==> src/design/vlbr_pkg.sv <==
// shared types and constants for the variable-length bit reader
package vlbr_pkg;

  localparam int unsigned OpW    = 3;
  localparam int unsigned ByteW  = 8;
  localparam int unsigned WordW  = 32;
  localparam int unsigned AddrW  = 24;
  localparam int unsigned PosW   = 5;
  localparam int unsigned SliceW = 16;

  // auto-advance flag in the control byte
  localparam int unsigned AutoBit = 7;
  // positions stay at or below this; crossing it moves the pointer on
  localparam logic [PosW-1:0]  PosLimit = 5'd16;
  localparam logic [AddrW-1:0] PtrStep  = 24'd2;

  typedef enum logic [OpW-1:0] {
    OP_CTRL     = 3'd0,
    OP_ADDR_LO  = 3'd1,
    OP_ADDR_MID = 3'd2,
    OP_ADDR_HI  = 3'd3,
    OP_READ_LO  = 3'd4,
    OP_READ_HI  = 3'd5
  } vlbr_op_e;

  typedef struct packed {
    logic [OpW-1:0]   opcode;
    logic [ByteW-1:0] write_data;
    logic [WordW-1:0] memory_word;
  } req_t;

  typedef struct packed {
    logic [ByteW-1:0] read_data;
    logic [AddrW-1:0] fetch_address_a;
    logic [AddrW-1:0] fetch_address_b;
  } res_t;

endpackage

==> src/design/vlbr_req_if.sv <==
// request channel: access code, write byte and fetched memory word
interface vlbr_req_if;
  import vlbr_pkg::*;

  logic             valid;
  logic             ready;
  logic [OpW-1:0]   opcode;
  logic [ByteW-1:0] write_data;
  logic [WordW-1:0] memory_word;

  modport source (output valid, output opcode, output write_data, output memory_word,
                  input ready);
  modport sink   (input valid, input opcode, input write_data, input memory_word,
                  output ready);
endinterface

==> src/design/vlbr_res_if.sv <==
// result channel: read byte and both fetch pointers
interface vlbr_res_if;
  import vlbr_pkg::*;

  logic             valid;
  logic             ready;
  logic [ByteW-1:0] read_data;
  logic [AddrW-1:0] fetch_address_a;
  logic [AddrW-1:0] fetch_address_b;

  modport source (output valid, output read_data, output fetch_address_a,
                  output fetch_address_b, input ready);
  modport sink   (input valid, input read_data, input fetch_address_a,
                  input fetch_address_b, output ready);
endinterface

==> src/design/vlbr_core.sv <==
// reader state (width, flag, positions, pointers) and the per-request step logic
module vlbr_core (
  input  logic          clk_i,
  input  logic          rst_ni,
  input  logic          commit_i,
  input  vlbr_pkg::req_t req_i,
  output vlbr_pkg::res_t res_o
);
  import vlbr_pkg::*;

  logic             auto_q, auto_d;
  logic [PosW-1:0]  width_q, width_d;
  logic [PosW-1:0]  pos_a_q, pos_a_d;
  logic [PosW-1:0]  pos_b_q, pos_b_d;
  logic [AddrW-1:0] ptr_a_q, ptr_a_d;
  logic [AddrW-1:0] ptr_b_q, ptr_b_d;

  logic [PosW-1:0]   shamt;
  logic [SliceW-1:0] slice;
  logic [PosW-1:0]   new_width;
  logic [ByteW-1:0]  rd;
  logic [PosW:0]     sum_a, sum_b;
  logic              wrap_a, wrap_b;
  logic [PosW-1:0]   adv_pos_a, adv_pos_b;
  logic [AddrW-1:0]  adv_ptr_a, adv_ptr_b;

  // both read kinds use position b as the shift
  assign shamt = (pos_b_q > PosLimit) ? PosLimit : pos_b_q;
  assign slice = SliceW'(req_i.memory_word >> shamt);

  assign new_width = (req_i.write_data[3:0] == 4'd0) ? PosLimit
                                                      : {1'b0, req_i.write_data[3:0]};

  assign sum_a     = {1'b0, pos_a_q} + {1'b0, width_q};
  assign wrap_a    = sum_a > {1'b0, PosLimit};
  assign adv_pos_a = wrap_a ? PosW'(sum_a - {1'b0, PosLimit}) : PosW'(sum_a);
  assign adv_ptr_a = wrap_a ? ptr_a_q + PtrStep : ptr_a_q;

  assign sum_b     = {1'b0, pos_b_q} + {1'b0, width_q};
  assign wrap_b    = sum_b > {1'b0, PosLimit};
  assign adv_pos_b = wrap_b ? PosW'(sum_b - {1'b0, PosLimit}) : PosW'(sum_b);
  assign adv_ptr_b = wrap_b ? ptr_b_q + PtrStep : ptr_b_q;

  always_comb begin
    auto_d  = auto_q;
    width_d = width_q;
    pos_a_d = pos_a_q;
    pos_b_d = pos_b_q;
    ptr_a_d = ptr_a_q;
    ptr_b_d = ptr_b_q;
    rd      = '0;
    unique case (req_i.opcode)
      OP_CTRL: begin
        auto_d  = req_i.write_data[AutoBit];
        width_d = new_width;
        if (req_i.write_data[AutoBit]) begin
          pos_a_d = new_width;
          pos_b_d = new_width;
        end
      end
      OP_ADDR_LO: begin
        ptr_a_d[7:0]   = req_i.write_data;
        ptr_b_d[7:0]   = req_i.write_data;
        pos_a_d        = '0;
        pos_b_d        = '0;
      end
      OP_ADDR_MID: begin
        ptr_a_d[15:8]  = req_i.write_data;
        ptr_b_d[15:8]  = req_i.write_data;
        pos_a_d        = '0;
        pos_b_d        = '0;
      end
      OP_ADDR_HI: begin
        ptr_a_d[23:16] = req_i.write_data;
        ptr_b_d[23:16] = req_i.write_data;
        pos_a_d        = '0;
        pos_b_d        = '0;
      end
      OP_READ_LO: begin
        rd = slice[7:0];
        if (auto_q) begin
          pos_a_d = adv_pos_a;
          ptr_a_d = adv_ptr_a;
        end
      end
      OP_READ_HI: begin
        rd = slice[15:8];
        if (auto_q) begin
          pos_b_d = adv_pos_b;
          ptr_b_d = adv_ptr_b;
        end
      end
      default: begin
        rd = '0;
      end
    endcase
  end

  always_ff @(posedge clk_i or negedge rst_ni) begin
    if (!rst_ni) begin
      auto_q  <= 1'b0;
      width_q <= '0;
      pos_a_q <= '0;
      pos_b_q <= '0;
      ptr_a_q <= '0;
      ptr_b_q <= '0;
    end else if (commit_i) begin
      auto_q  <= auto_d;
      width_q <= width_d;
      pos_a_q <= pos_a_d;
      pos_b_q <= pos_b_d;
      ptr_a_q <= ptr_a_d;
      ptr_b_q <= ptr_b_d;
    end
  end

  assign res_o.read_data       = rd;
  assign res_o.fetch_address_a = ptr_a_d;
  assign res_o.fetch_address_b = ptr_b_d;

  a_pos_range: assert property (@(posedge clk_i) disable iff (!rst_ni)
    pos_a_q <= PosLimit && pos_b_q <= PosLimit)
    else $error("bit position above limit");

  a_manual_read_keeps_ptr: assert property (@(posedge clk_i) disable iff (!rst_ni)
    commit_i && !auto_q && (req_i.opcode == OP_READ_LO || req_i.opcode == OP_READ_HI)
    |=> $stable(ptr_a_q) && $stable(ptr_b_q) && $stable(pos_a_q) && $stable(pos_b_q))
    else $error("read without auto-advance changed state");

  a_lo_read_step: assert property (@(posedge clk_i) disable iff (!rst_ni)
    commit_i && req_i.opcode == OP_READ_LO
    |=> $stable(ptr_b_q) && (ptr_a_q == $past(ptr_a_q) || ptr_a_q == $past(ptr_a_q) + PtrStep))
    else $error("low read moved pointer wrongly");

endmodule

==> src/design/variable_length_bit_reader.sv <==
// top level: request register, step logic and result register
//
//  channel | dir | payload                                        | handshake
//  req_i   | in  | opcode, write_data, memory_word                | valid/ready
//  res_o   | out | read_data, fetch_address_a, fetch_address_b    | valid/ready
//
// one request per cycle sustained unless a waiting result is stalled by res_o.ready low
// the request register feeds the step logic, whose output lands in the result register
// state commits when a request moves into the result register
// reset (rst_ni low) clears width, flag, positions and pointers, and empties both stages
// a stalled result holds both stages; req_i.ready drops only when both are full
module variable_length_bit_reader (
  input  logic      clk_i,
  input  logic      rst_ni,
  vlbr_req_if.sink   req_i,
  vlbr_res_if.source res_o
);
  import vlbr_pkg::*;

  logic stage_vld_q, stage_vld_d;
  req_t stage_q;
  logic out_vld_q, out_vld_d;
  res_t out_q;
  res_t step_res;
  logic advance;
  logic take;

  assign advance     = stage_vld_q && (!out_vld_q || res_o.ready);
  assign req_i.ready = !stage_vld_q || advance;
  assign take        = req_i.valid && req_i.ready;

  assign stage_vld_d = take ? 1'b1 : (advance ? 1'b0 : stage_vld_q);
  assign out_vld_d   = advance ? 1'b1 : (res_o.ready ? 1'b0 : out_vld_q);

  always_ff @(posedge clk_i or negedge rst_ni) begin
    if (!rst_ni) begin
      stage_vld_q <= 1'b0;
      out_vld_q   <= 1'b0;
    end else begin
      stage_vld_q <= stage_vld_d;
      out_vld_q   <= out_vld_d;
    end
  end

  always_ff @(posedge clk_i) begin
    if (take) begin
      stage_q.opcode      <= req_i.opcode;
      stage_q.write_data  <= req_i.write_data;
      stage_q.memory_word <= req_i.memory_word;
    end
    if (advance) begin
      out_q <= step_res;
    end
  end

  vlbr_core u_core (
    .clk_i    (clk_i),
    .rst_ni   (rst_ni),
    .commit_i (advance),
    .req_i    (stage_q),
    .res_o    (step_res)
  );

  assign res_o.valid           = out_vld_q;
  assign res_o.read_data       = out_q.read_data;
  assign res_o.fetch_address_a = out_q.fetch_address_a;
  assign res_o.fetch_address_b = out_q.fetch_address_b;

  a_ready_when_free: assert property (@(posedge clk_i) disable iff (!rst_ni)
    !out_vld_q |-> req_i.ready)
    else $error("request refused with empty result register");

  a_stage_moves: assert property (@(posedge clk_i) disable iff (!rst_ni)
    stage_vld_q && !out_vld_q |=> out_vld_q)
    else $error("pending request not moved to result register");

  a_stall_holds_stage: assert property (@(posedge clk_i) disable iff (!rst_ni)
    stage_vld_q && out_vld_q && !res_o.ready |=> stage_vld_q && $stable(stage_q))
    else $error("request register changed during stall");

endmodule
==> src/flat_wrapper.sv <==
// flat-port wrapper written by rule: the top's interface ports become plain ports
module variable_length_bit_reader_flat import vlbr_pkg::*;
  (clk_i, rst_ni, req_i_valid, req_i_opcode, req_i_write_data, req_i_memory_word, req_i_ready, res_o_valid, res_o_read_data, res_o_fetch_address_a, res_o_fetch_address_b, res_o_ready);
  vlbr_req_if req_i_i ();
  vlbr_res_if res_o_i ();
  input  logic clk_i;
  input  logic rst_ni;
  input wire logic [$bits(req_i_i.valid)-1:0] req_i_valid;
  input wire logic [$bits(req_i_i.opcode)-1:0] req_i_opcode;
  input wire logic [$bits(req_i_i.write_data)-1:0] req_i_write_data;
  input wire logic [$bits(req_i_i.memory_word)-1:0] req_i_memory_word;
  output wire logic [$bits(req_i_i.ready)-1:0] req_i_ready;
  output wire logic [$bits(res_o_i.valid)-1:0] res_o_valid;
  output wire logic [$bits(res_o_i.read_data)-1:0] res_o_read_data;
  output wire logic [$bits(res_o_i.fetch_address_a)-1:0] res_o_fetch_address_a;
  output wire logic [$bits(res_o_i.fetch_address_b)-1:0] res_o_fetch_address_b;
  input wire logic [$bits(res_o_i.ready)-1:0] res_o_ready;
  assign req_i_i.valid = req_i_valid;
  assign req_i_i.opcode = req_i_opcode;
  assign req_i_i.write_data = req_i_write_data;
  assign req_i_i.memory_word = req_i_memory_word;
  assign req_i_ready = req_i_i.ready;
  assign res_o_valid = res_o_i.valid;
  assign res_o_read_data = res_o_i.read_data;
  assign res_o_fetch_address_a = res_o_i.fetch_address_a;
  assign res_o_fetch_address_b = res_o_i.fetch_address_b;
  assign res_o_i.ready = res_o_ready;
  variable_length_bit_reader u_core (.clk_i(clk_i), .rst_ni(rst_ni), .req_i(req_i_i), .res_o(res_o_i));
endmodule
==> config.mk <==
export PLATFORM = sky130hd
export DESIGN_NAME = variable_length_bit_reader_flat
export DESIGN_NICKNAME = d
export VERILOG_FILES = /design/src/design/vlbr_pkg.sv /design/src/design/vlbr_req_if.sv /design/src/design/vlbr_res_if.sv /design/src/design/vlbr_core.sv /design/src/design/variable_length_bit_reader.sv /design/src/flat_wrapper.sv
export SDC_FILE = /design/constraint.sdc
export NUM_CORES = 1
export LEC_CHECK = 0
export ABC_AREA = 1
export ABC_CLOCK_PERIOD_IN_PS = 3080
export BUFFER_PORTS_ARGS = -buffer_cell sky130_fd_sc_hd__buf_2
export CAP_MARGIN = 20
export CORE_ASPECT_RATIO = 1.75
export CORE_MARGIN = 10
export CORE_UTILIZATION = 45
export CTS_CLUSTER_SIZE = 10
export DETAILED_ROUTE_END_ITERATION = 7
export GPL_TIMING_DRIVEN = 0
export PLACE_DENSITY = 0.61
export SLEW_MARGIN = 30
export SYNTH_ARGS = -nofsm -noshare
export SYNTH_HDL_FRONTEND = slang
export SYNTH_SLANG_ARGS = --single-unit
==> constraint.sdc <==
create_clock -name clk_i -period 3.08 [get_ports clk_i]
set_input_delay 0.924 -clock clk_i [delete_from_list [all_inputs] [get_ports clk_i]]
set_output_delay 0.924 -clock clk_i [all_outputs]
set_load 0.05 [all_outputs]
* Word level (Yosys, flattened, before mapping) *
Cells that the tools add are included.

word-level totals
  bits in registers = 165
  word-level logic and storage cells = 72
  input bits = 47
  output and inout port bits = 58

cells by class
  order comparisons = 3
  $add $sub $neg = 6
  multiplexer cells = 24
  equal/unequal tests = 8
  shift-type cells = 1
  reductions and logical operators = 16

operators by type and width
  cell                     number
  $pmux W8 S2              7
  $mux W24                 4
  $add A24 B2 Y24 const B  2
  $mux W5                  7
  $shr A32 B5 Y16          1
  $pmux W5 S3              2
  $add A5 B5 Y6            2
  $gt A6 B5 Y1 const B     2
  $sub A5 B5 Y5 const B    2
  $reduce_and A4 Y1        2
  $eq A3 B2 Y1 const B     2
  $eq A3 B3 Y1 const B     2
  $reduce_bool A3 Y1       2
  $gt A5 B5 Y1 const B     1
  $logic_not A4 Y1         1
  $mux W1                  4
  $ne A2 B2 Y1 const B     2
  $reduce_bool A2 Y1       2
  $eq A3 B1 Y1 const B     1
  $logic_not A3 Y1         1
  $reduce_or A3 Y1         1
  $logic_and A1 B1 Y1      2
  $logic_not A1 Y1         2
  $logic_or A1 B1 Y1       2
  2 further kinds          2

* Depth between registers and ports, before layout *
  depth in word-level cells = 6
  gate-level depth with buffers = 16
  depth with buffers taken out = 16

* Cells and area by module *
From an unflattened synthesis, not the netlist that was laid out.

second synthesis, totals
  cells, all modules = 1395
  area, all modules = 10154.7 um^2

by module, submodules not included
  module                      area an instance (um^2)  times used  cells each  sequential area each (um^2)
  vlbr_core                   7086.8                   1           1284        1601.5
  variable_length_bit_reader  3067.9                   1           111         3022.9

* Worst setup path before layout *
OpenSTA, ideal clock, no wires.

  kind = input-to-reg
  start = input port res_o_ready
  end = register u_core.stage_q[0] (netlist name) (enable)
  data required time = 2683 ps
  cell stages on the path = 4
  library setup time = 397 ps
  arrival = 2367 ps
  path slack = 316 ps
  buffers on the path = 0
  cell sequence = inv_1 > nand3_1 > nand2_1 > inv_1

on the way
  cells in the longest elaborated chain, start to end = 4

ends and longest elaborated chain
  item                 line                              source
  from (decl)          flat_wrapper.sv:17                input wire logic [$bits(res_o_i.ready)-1:0] res_o_ready;
  $logic_or A1 B1 Y1   variable_length_bit_reader.sv:28  assign advance = stage_vld_q && (!out_vld_q || res_o.ready);
  $logic_and A1 B1 Y1  variable_length_bit_reader.sv:28
  $logic_or A1 B1 Y1   variable_length_bit_reader.sv:29  assign req_i.ready = !stage_vld_q || advance;
  via req_i_ready      flat_wrapper.sv:12                output wire logic [$bits(req_i_i.ready)-1:0] req_i_ready;
  $logic_and A1 B1 Y1  variable_length_bit_reader.sv:30  assign take = req_i.valid && req_i.ready;
  to (decl)            variable_length_bit_reader.sv:21  req_t stage_q;

The timed path passes the listed nets, and every way through them passes these cells.
A chain may end at the register's enable or synchronous reset.

==> flow_metrics.tcl <==
set metrics [dict create \
    io_pins 105 \
    yosys_warnings 0 \
    dp_hpwl_mm 27.50 \
    intPower_mw 5.749 \
    cts_tree "yes" \
    antenna_found_initial 0 \
    overflow 0 \
    cap_violations 0 \
    track_usage_pct 24.49 \
    synth_edf_count 99 \
    synth_seq_cells 165 \
    cts_buffer_depth 2 \
    post-route-min-period_ps 2789 \
    yosys.area.top_type "edfxtp_1" \
    peakVddDrop_mv 0.4806 \
    n_antenna_cell 0 \
    leakage_nw 5.679 \
    final_cell_count_no_fill 1802 \
    power.density_nw_per_um2 942.6 \
    holdWs_ps 428.4 \
    p_comb_share_pct 48.4 \
    highest_layer "met4" \
    dp.cells 1770 \
    setup_viol 0 \
    cp.arrival_ps 2980 \
    p_sw_share_pct 47.87 \
    p_switching_mw 5.279 \
    start_util_pct 45.81 \
    firstDrtPassIters 5 \
    met1_length_mm 12.20 \
    yosys.area.top_type_share_pct 29.16 \
    ys_async_sr_fraction_pct 40.00 \
    synth_compound_gate_area_share_pct 5.941 \
    final-max-slew-violation-count 0 \
    drc 0 \
    start_kind "flop" \
    seq_power_share_pct 33.2 \
    crit_type "reg -> reg" \
    wl_per_cell_um 19.65 \
    clock.fmax_mhz 358.6 \
    drive_above_1_share_pct 15.47 \
    yosys.area_share.simple_pct 37.45 \
    syn_nets 1428 \
    cts.clk_slew.worst_paths_ps 70 \
    p_clk_share_pct 18.3 \
    setup.worst_path.end_class "flop" \
    routed_wl_mm 35.41 \
    vias 9714 \
    fillers 2273 \
    period_share_pct 90.54 \
    syn_inst 1367 \
    wl_met2_mm 19.34 \
    r2r_setup_slack_ps 290 \
    grt_max_degree 42 \
    fin_tns_setup_ps 0 \
    synth_top_family_by_area "simple AND/OR/NAND/NOR gates" \
    path_max_fanout 10 \
    hold_path_class "in -> async" \
    syn_avg_cell_area_um2 7.457 \
    clock-skew-final_ps 11.48 \
    rsz0062_at_grt "false" \
    numCtsBuffers 17 \
    io_buffers 104 \
    synth_xor_xnor_area_share_pct 0.08592 \
    relSlewSlack_pct 39.15 \
    row_count 72 \
    first_global_vias 9809 \
    ys_top_cells_by_area "edfxtp_1, nand2_1, dfrtp_1, nand3_1, inv_1" \
    grt_pass1_wl_mm 54.60 \
    synth_mux_area_share_pct 0.1105 \
    post_cts_buffers 0 \
    die_area_um2 29310 \
    r2r_cells 13 \
    ys_types 44 \
    postCtsHoldBufs 0 \
    yosysSeqAreaShare_pct 45.37 \
    insertion_delay_ps 450 \
    worst_pin_slew_ps 909.4 \
    cts_resized 0 \
    ys.flop_type "edfxtp_1" \
    drt_iter0_drc 609 \
    dieWidth_um 133.8 \
    hold_violations 0 \
    final_nets 1554 \
    dr_wl_met3_mm 1.452 \
    fp.coreArea_um2 22250 \
    die_h_um 219.1 \
    viasPerCell 5.391 \
    status "finished, final reports clean" \
    reg2reg_to "u_core.res_o.fetch_address_b[22]" \
    rr_startpoint "u_core.u_core.pos_b_q[0]" \
    final_antenna_net_count 0 \
    required_ps 3270 \
    netlist_area_um2 10190 \
    gp_congestion 1.045 \
    syn2layout_area_growth_pct 14.78 \
    cts-root-buf "clkbuf_16" \
    synth_adder_area_share_pct 1.866 \
    htree_levels 4 \
    cts_sinks 165 \
]
==> cells in the final DEF, fill, tap and decap left out, types with 4 or more instances in the layout <==
master,Yosys,routed
a31oi_1,6,6
clkinv_1,2,4
o21ai_0,50,50
nand2_4,5,5
ha_1,12,12
nand3_2,5,5
nand2_2,11,11
buf_2,22,124
nor3_1,9,9
nor4_1,4,4
buf_4,5,7
buf_6,13,13
a21oi_1,18,18
o21ai_1,8,8
inv_2,9,10
o22ai_1,4,4
nand4_1,12,12
a22oi_1,6,6
nor2_1,56,56
nor2_2,8,8
buf_1,5,5
clkbuf_16,0,17
nand2_1,519,519
clkbuf_1,8,10
dfrtp_1,66,66
inv_1,147,146
edfxtp_1,99,99
nand3_1,227,227
==> worst max path at each step <==
| stage | start | endpoint | slack (ps) |
|---|---|---|---|
| after floorplan | res_o_ready | u_core.stage_q[0] | 320 |
| after global placement | res_o_ready | u_core.res_o.fetch_address_a[13] | 10 |
| after detailed placement | u_core.u_core.pos_b_q[0] | u_core.res_o.fetch_address_b[22] | 330 |
| after CTS | u_core.u_core.pos_b_q[0] | u_core.res_o.fetch_address_b[22] | 320 |
| after global routing | u_core.u_core.pos_b_q[0] | u_core.res_o.fetch_address_b[7] | 130 |
| final | u_core.u_core.pos_b_q[0] | u_core.res_o.fetch_address_b[22] | 290 |
==> per-layer routing <==
layer  track usage [%]  vias up
met2             46.73      313
li1                  -     4710
met3             4.460      120
met1             22.74     4571
met5                 0        -
met4             17.15        0
==> synthesized netlist by cell type (2+ instances only) <==
cell,number
a21oi_1,18
a21oi_2,3
a22oi_1,6
a31oi_1,6
and2_1,2
buf_1,5
buf_2,22
buf_4,5
buf_6,13
clkbuf_1,8
clkinv_1,2
dfrtp_1,66
edfxtp_1,99
fa_1,2
ha_1,12
inv_1,147
inv_2,9
nand2_1,519
nand2_2,11
nand2_4,5
nand3_1,227
nand3_2,5
nand3b_1,3
nand4_1,12
nor2_1,56
nor2_2,8
nor2_4,3
nor3_1,9
nor3_2,3
nor4_1,4
o211ai_1,2
o21ai_0,50
o21ai_1,8
o21ai_2,3
o21bai_2,2
o22ai_1,4
==> area by class of cell <==
cell class	instances	area, um^2	share of cell area, %
Buffer	53	345.3	2.952
Clock inverter	13	110.1	0.9411
Multi-Input combinational cell	991	4633	39.60
Clock buffer	19	432.9	3.700
Timing Repair Buffer	107	590.6	5.048
Tap cell	296	370.4	3.165
Inverter	158	593.1	5.069
Sequential cell	165	4624	39.53
==> flip-flops by register name, indices dropped and copies added, names as in the netlist <==
name and cells:
u_core.u_core.pos_b_q 5, u_core.res_o.read_data 8, u_core.u_core.ptr_a_q 24, u_core.res_o.fetch_address_b 24
u_core.stage_vld_q 1, u_core.stage_q 43, u_core.u_core.width_q 5, u_core.res_o.fetch_address_a 24
u_core.u_core.pos_a_q 5, u_core.res_o.valid 1, u_core.u_core.auto_q 1, u_core.u_core.ptr_b_q 24
==> power by group through the flow <==
| stage | Combinational, mW | Sequential, mW | Clock [mW] |
|---|---|---|---|
| finish | 5.34 | 3.67 | 2.02 |
| global route | 5.89 | 3.74 | 2.16 |
| CTS | 5.32 | 3.65 | 2.07 |
| detailed placement | 5.30 | 3.68 | 0 |
| global placement | 5.23 | 3.68 | 0 |
| floorplan | 3.23 | 4.18 | 0 |
==> worst max-delay path: stages, from the launching register on <==
cell and delay, ps:
dfrtp_1 650, ha_1 360, fa_1 440, inv_1 80, nand2_1 60, nor2_2 150
nand3_2 130, nor2_4 170, nor2_8 80, buf_6 150, nand2_1 60, nand2_1 50
nand3_1 80, nand2_2 90
==> metrics by stage <==
stage          instance area [um^2]  power (mW)  utilization (%)  setup slack (ps)
6_report                      11700       11.03            52.58             291.3
5_1_grt                       11700       11.79            52.58             131.5
4_1_cts                       11700       11.04            52.58             319.1
3_5_place_dp                  11160       8.976            50.14             334.0
3_3_place_gp                  11080       8.911            49.81             10.45
2_1_floorplan                 10190       7.410                -             316.0
==> cells by family after synthesis <==
family                   after synthesis
multiplexers                           1
flip-flops                           165
buffers and inverters                211
XOR/XNOR                               1
AO/OA/AOI/OAI                        104
AND/OR/NAND/NOR                      871
adder cells (fa/ha/maj)               14
(Power assumes the default switching activity.)
